<file path="src/rtl/line_clip_window_top_assert.svh">
// Assertion macros for the line clipping window block.
`ifndef LINE_CLIP_WINDOW_TOP_ASSERT_SVH
`define LINE_CLIP_WINDOW_TOP_ASSERT_SVH
`ifndef SYNTHESIS
`define LCW_ASSERT(label, prop) \
  label: assert property (@(posedge clk) prop) else $error("line_clip_window check failed");
`define LCW_ASSERT_DIS(label, prop) \
  label: assert property (@(posedge clk) disable iff (rst) prop) \
    else $error("line_clip_window check failed");
`else
`define LCW_ASSERT(label, prop)
`define LCW_ASSERT_DIS(label, prop)
`endif
`endif

</file>
<file path="src/rtl/lcw_div.sv">
// Pipelined restoring divider, one quotient bit per register stage.
module lcw_div #(
  parameter int NUM_W = 28,
  parameter int DEN_W = 12
) (
  input  logic             clk,
  input  logic             en,
  input  logic [NUM_W-1:0] num,
  input  logic [DEN_W-1:0] den,
  output logic [NUM_W-1:0] quo
);

  logic [NUM_W-1:0] num_r [NUM_W];
  logic [DEN_W-1:0] rem_r [NUM_W];
  logic [DEN_W-1:0] den_r [NUM_W];
  logic [NUM_W-1:0] quo_r [NUM_W];

  for (genvar k = 0; k < NUM_W; k++) begin : g_stage
    logic [NUM_W-1:0] a_num;
    logic [DEN_W-1:0] a_rem;
    logic [DEN_W-1:0] a_den;
    logic [NUM_W-1:0] a_quo;
    logic [DEN_W:0]   sh;
    logic [DEN_W:0]   diff;
    logic             ge;

    if (k == 0) begin : g_first
      assign a_num = num;
      assign a_rem = '0;
      assign a_den = den;
      assign a_quo = '0;
    end else begin : g_next
      assign a_num = num_r[k-1];
      assign a_rem = rem_r[k-1];
      assign a_den = den_r[k-1];
      assign a_quo = quo_r[k-1];
    end

    assign sh   = {a_rem, a_num[NUM_W-1]};
    assign diff = sh - {1'b0, a_den};
    assign ge   = (sh >= {1'b0, a_den});

    always_ff @(posedge clk) begin
      if (en) begin
        num_r[k] <= a_num << 1;
        rem_r[k] <= ge ? diff[DEN_W-1:0] : sh[DEN_W-1:0];
        den_r[k] <= a_den;
        quo_r[k] <= {a_quo[NUM_W-2:0], ge};
      end
    end
  end

  assign quo = quo_r[NUM_W-1];

endmodule
</file>
<file path="config.mk">
export PLATFORM = sky130hd
export DESIGN_NAME = lcw_div
export DESIGN_NICKNAME = d
export VERILOG_FILES = /design/src/rtl/line_clip_window_top_assert.svh /design/src/rtl/lcw_div.sv
export SDC_FILE = /design/constraint.sdc
export NUM_CORES = 2
export LEC_CHECK = 0
export BUFFER_PORTS_ARGS = -buffer_cell sky130_fd_sc_hd__buf_2
export CORE_MARGIN = 1
export CORE_UTILIZATION = 45
export CTS_BUF_LIST = sky130_fd_sc_hd__clkbuf_4
export DETAILED_ROUTE_END_ITERATION = 10
export REMOVE_ABC_BUFFERS = 1
export SYNTH_ARGS = -nofsm -noshare
export SYNTH_HDL_FRONTEND = slang
export SYNTH_SLANG_ARGS = --single-unit
</file>
<file path="constraint.sdc">
create_clock -name clk -period 4 [get_ports clk]
set_input_delay 0.4 -clock clk [delete_from_list [all_inputs] [get_ports clk]]
set_output_delay 0.4 -clock clk [all_outputs]
set_load 0.01 [all_outputs]
</file>
; ---- Word level (Yosys, flattened, before mapping)
; Memories as Yosys holds them, arrays and structs flattened.
; Cells that the tools add are included.
[totals]
reg_bits = 0
ramBits = 2212
inputBits = 42
output_inout_bits = 28
elab_cells = 90
mem_count = 4
[op_classes]
n_addsub = 28
order_cmp = 28
muxes = 30
[memory_table]
columns = memory, depth, width, rd, rd_clocked_by_memory_dff, wr, line
row1 = quo_r, 28, 28, 28, 0, 28, lcw_div.sv:16  ; logic [NUM_W-1:0] quo_r [NUM_W];
row2 = num_r, 28, 27, 27, 0, 28, lcw_div.sv:13  ; logic [NUM_W-1:0] num_r [NUM_W];
row3 = den_r, 28, 12, 27, 0, 28, lcw_div.sv:15  ; logic [DEN_W-1:0] den_r [NUM_W];
row4 = rem_r, 28, 12, 27, 0, 28, lcw_div.sv:14  ; logic [DEN_W-1:0] rem_r [NUM_W];
[op_table]
columns = op, count
row1 = 13-bit by 12-bit greater-or-equal comparator with 1-bit output, 27
row2 = 12-bit two-way mux, 28
row3 = 12-bit subtractor, 27
row4 = 1-bit by 12-bit greater-or-equal comparator with 1-bit output, 1
row5 = 1-bit by 12-bit subtractor with 12-bit output, 1
row6 = 1-bit two-way mux, 2

; ---- Logic depth before layout (Yosys ltp)
; An unclocked memory read counts as a cell.
[logic_depth]
word_depth = 3
depth_mapped = 10
ltp_nobuf = 9

; ---- Worst setup path after synthesis
; No wires, ideal clock.
[synth_timing]
path_kind = flip-flop to flip-flop
startpoint = memory rem_r[12][9] (netlist: rem_r[0][153])
endpoint = memory rem_r[13][3] (netlist: rem_r[0][159]) (data pin)
setup_ps = 260
t_arrival_ps = 2076
required_time_ps = 3740
path_slack_ps = 1664
path_stages_with_launch = 8
n_path_buf = 1
period_less_slack_ps = 2336
path_cell_list = edfxtp_1 -> ha_1 -> a21o_1 -> a2111oi_4 -> inv_2 -> a31o_1 -> buf_6 -> mux2_4
[synth_lines]
columns = element, line
row1 = start: declaration, lcw_div.sv:14

==> impl_metrics.toml <==
[routing]
postRouteAntennaNets = 0
drt_iter0_markers = 2135
dr.pass1.iters = 5
vias = 34300
avgViaCountPerCell = 5.10
drc = 0
route.detailed.wl_per_inst_microns = 15.4
totalWireLength_microns = 104000

[clocking]
clockBufferDepth = 4
cts_tree = "built"
cts_htree_levels = 5
clk_pin_slew_ns = 0.07
cts_num_sinks = 1432
cts_buffers = 396
root_buffer = "clkbuf_4"
clock_latency_ns = 1.24

[timing]
setup_viol = 0
skew_ns = 0.0919
rsz0062_at_grt = "no"
worstMarginPinSlew_ns = 0.770
max_freq_mhz = 337
finalHoldViolCount = 0
final_max_slew_viol_count = 0
min_period_ns = 2.97
min_period_over_period_pct = 74.1
relSlewSlack_pct = 48.7
finalSetupTns_ns = 0
fin_ws_ns = 1.03

[layout]
fin_util_pct = 51.6
nets = 5045
multi_input_area_sq_mm = 0.0179
drive_above_1_share_pct = 19.6
regArea_sq_mm = 0.0430
stdcell_area_sq_mm = 0.0710
syn2layout_area_growth_pct = 13.5
fill_cells = 11700

[power]
p_leak_nw = 27.8
powerDensity_mw_per_mm2 = 692
ir_drop_mv = 0.285

[worst_setup_path]
crit-reg2reg-capture = "rem_r[1][62]"
r2r_start = "den_r[1][49]"
required_ns = 4.94
worst_setup_path_end_kind = "register"
rrSetupSlack_ns = 1.03
crit_fanout = 13
r2r_cells = 8
start_kind = "register"
critPathKind = "reg2reg"
arrival_ns = 3.90

[min_path]
worst_hold_path.num_cells = 4
hp-class = "in2reg"
holdPathEnd = "rem_r[0][0]"
hold_start = "den[0]"

[yosys]
synth_top_area_cell = "edfxtp_1"
syn_inst = 4102
synth-edff-count = 1432
synthDistinctLibCells = 60
synth_top_area_share_pct = 68.7
synthesis.area_sq_mm = 0.0626
ys_warn_count = 0
synth_ff_type = "edfxtp_1"
synthTopCellsByArea = "edfxtp_1, ha_1, mux2_2, inv_1, a21oi_1"
ys_ff_latch = 1432
ys_seq_area_share_pct = 68.7
syn_avg_cell_area_sq_um = 15.3
async_reset_ff_share_pct = 0

[global_route]
grt_overflow_total = 0
antenna_found_initial = 2
grt_max_degree = 140
globalRouteMet3Util_pct = 3.63
track_usage_pct = 14.9
grt_pass1_vias = 34900
top_usage_layer = "met2"
gr-usage-met1_pct = 18.5
grt_pass1_wl_microns = 171000
grt_use_met2_pct = 24.2

[place]
place_ws_ns = 1.07
placed_cell_area_sq_mm = 0.0654
port_buffers = 69
place.gp.congestion = 0.823
hpwlAfterDp_microns = 67600

[floorplanning]
die_height_microns = 375
start_util_pct = 45.5
core_sq_mm = 0.138
die_area_sq_mm = 0.141
std_cell_rows = 136
ios = 70
die_x_microns = 375

[run]
drv_cap = 0

[outcome]
outcome = "completed"
[cell usage after synthesis, types with 18 or more instances]
cell and count:
nor2_1 122, a2111o_1 24, ha_1 326, nor2b_1 63
nand3_1 44, a31oi_1 25, nand2_1 168, mux2i_1 69
o21ai_0 162, fa_1 26, or2_2 18, o21a_1 82
o31a_1 42, mux2_2 212, buf_2 20, inv_1 391
nand2b_1 19, or4_1 19, nand4_1 26, a21oi_1 243
and3_1 79, xor2_1 74, a21o_1 39, xnor2_1 117
nor3_1 25, edfxtp_1 1432, o2111ai_1 27, o211ai_1 48
[state kept, by name, indices dropped and copies added (netlist names)]
name,cells
rem_r,324
den_r,324
quo_r,406
num_r,378
[timing repair]
item,CTS,global route
setup buffers,0,0
hold buffers,82,0
gates resized for setup,0,0
hold endpoints to repair,1153,0
endpoints found under the setup margin,0,0
[worst max-delay path, stage by stage (launching register included)]
cell	delay, ns
edfxtp_1	0.48
inv_1	0.09
ha_1	0.23
nor2b_1	0.15
o21ai_0	0.21
nand4b_1	0.35
o211ai_1	0.30
nand2_1	0.42
mux2_2	0.44
[per-stage QoR]
stage               hold slack (ns)  power [mW]  cells
CTS                          0.0297        49.9   6716
finish                        0.251        49.1   6725
global route                 0.0902        52.7   6725
detailed placement            0.405        36.9   5965
floorplan                     0.400        33.4   4073
global placement              0.400        36.6   5965
[worst max-delay path by stage]
stage / from / to / slack (ns) / cells after the start
after floorplan: rem_r[0][148] / rem_r[0][158] / 1.49 / 7
after global placement: den_r[0][97] / rem_r[0][114] / 1.13 / 8
after detailed placement: den_r[1][49] / rem_r[1][62] / 1.07 / 8
after CTS: den_r[1][49] / rem_r[1][62] / 1.01 / 8
after global routing: den_r[1][49] / rem_r[1][69] / 0.82 / 8
final: den_r[1][49] / rem_r[1][62] / 1.03 / 8
[report_power, final]
group | switching (mW) | internal, mW | total (mW) | leakage (nW)
Sequential | 1.17 | 20.1 | 21.2 | 14.0
Combinational | 7.92 | 7.58 | 15.5 | 10.9
Clock | 5.70 | 6.69 | 12.4 | 2.87
[final cells by class]
cell class	instances	share of cell area, %
antenna	9	0.0317
clock buffer	579	6.12
clock inverter	90	0.573
inverter	393	2.08
multi-input combinational	2248	25.3
sequential	1432	60.6
tap	1794	3.16
timing repair buffer	180	2.22
[placed cells by master, fill, tap and decap left out, types with 16 or more instances in the layout]
cell type / instances
edfxtp_1: 1432
clkbuf_4: 579
inv_1: 391
ha_1: 326
a21oi_1: 243
mux2_2: 212
nand2_1: 168
o21ai_0: 162
nor2_1: 122
xnor2_1: 117
o21a_1: 82
dlygate4sd3_1: 82
and3_1: 79
xor2_1: 74
clkinv_1: 70
mux2i_1: 69
buf_2: 68
nor2b_1: 63
o211ai_1: 48
nand3_1: 44
o31a_1: 42
a21o_1: 39
o2111ai_1: 27
nand4_1: 26
fa_1: 26
nor3_1: 25
a31oi_1: 25
a2111o_1: 24
or4_1: 19
nand2b_1: 19
or2_2: 18
nand4b_1: 17
and4_1: 17
nand3b_1: 17
o21ai_1: 16
[cells by family after synthesis]
family                   Yosys count  share of synthesized area (%)
buffers and inverters            422                           2.63
multiplexers                     302                           5.38
AND/OR/NAND/NOR                  646                           5.41
flip-flops                      1432                           68.7
adder cells (fa/ha/maj)          352                           7.35
AO/OA/AOI/OAI                    757                           7.86
XOR/XNOR                         191                           2.67
[per-layer routing]
| layer | share of wire [%] | routed length, microns |
|---|---|---|
| met5 | 0 | 0 |
| met4 | 3.5 | 3590 |
| met3 | 4.5 | 4680 |
| met2 | 48 | 49400 |
| met1 | 44 | 46000 |
Note: power is estimated with default switching activity, not from simulation.
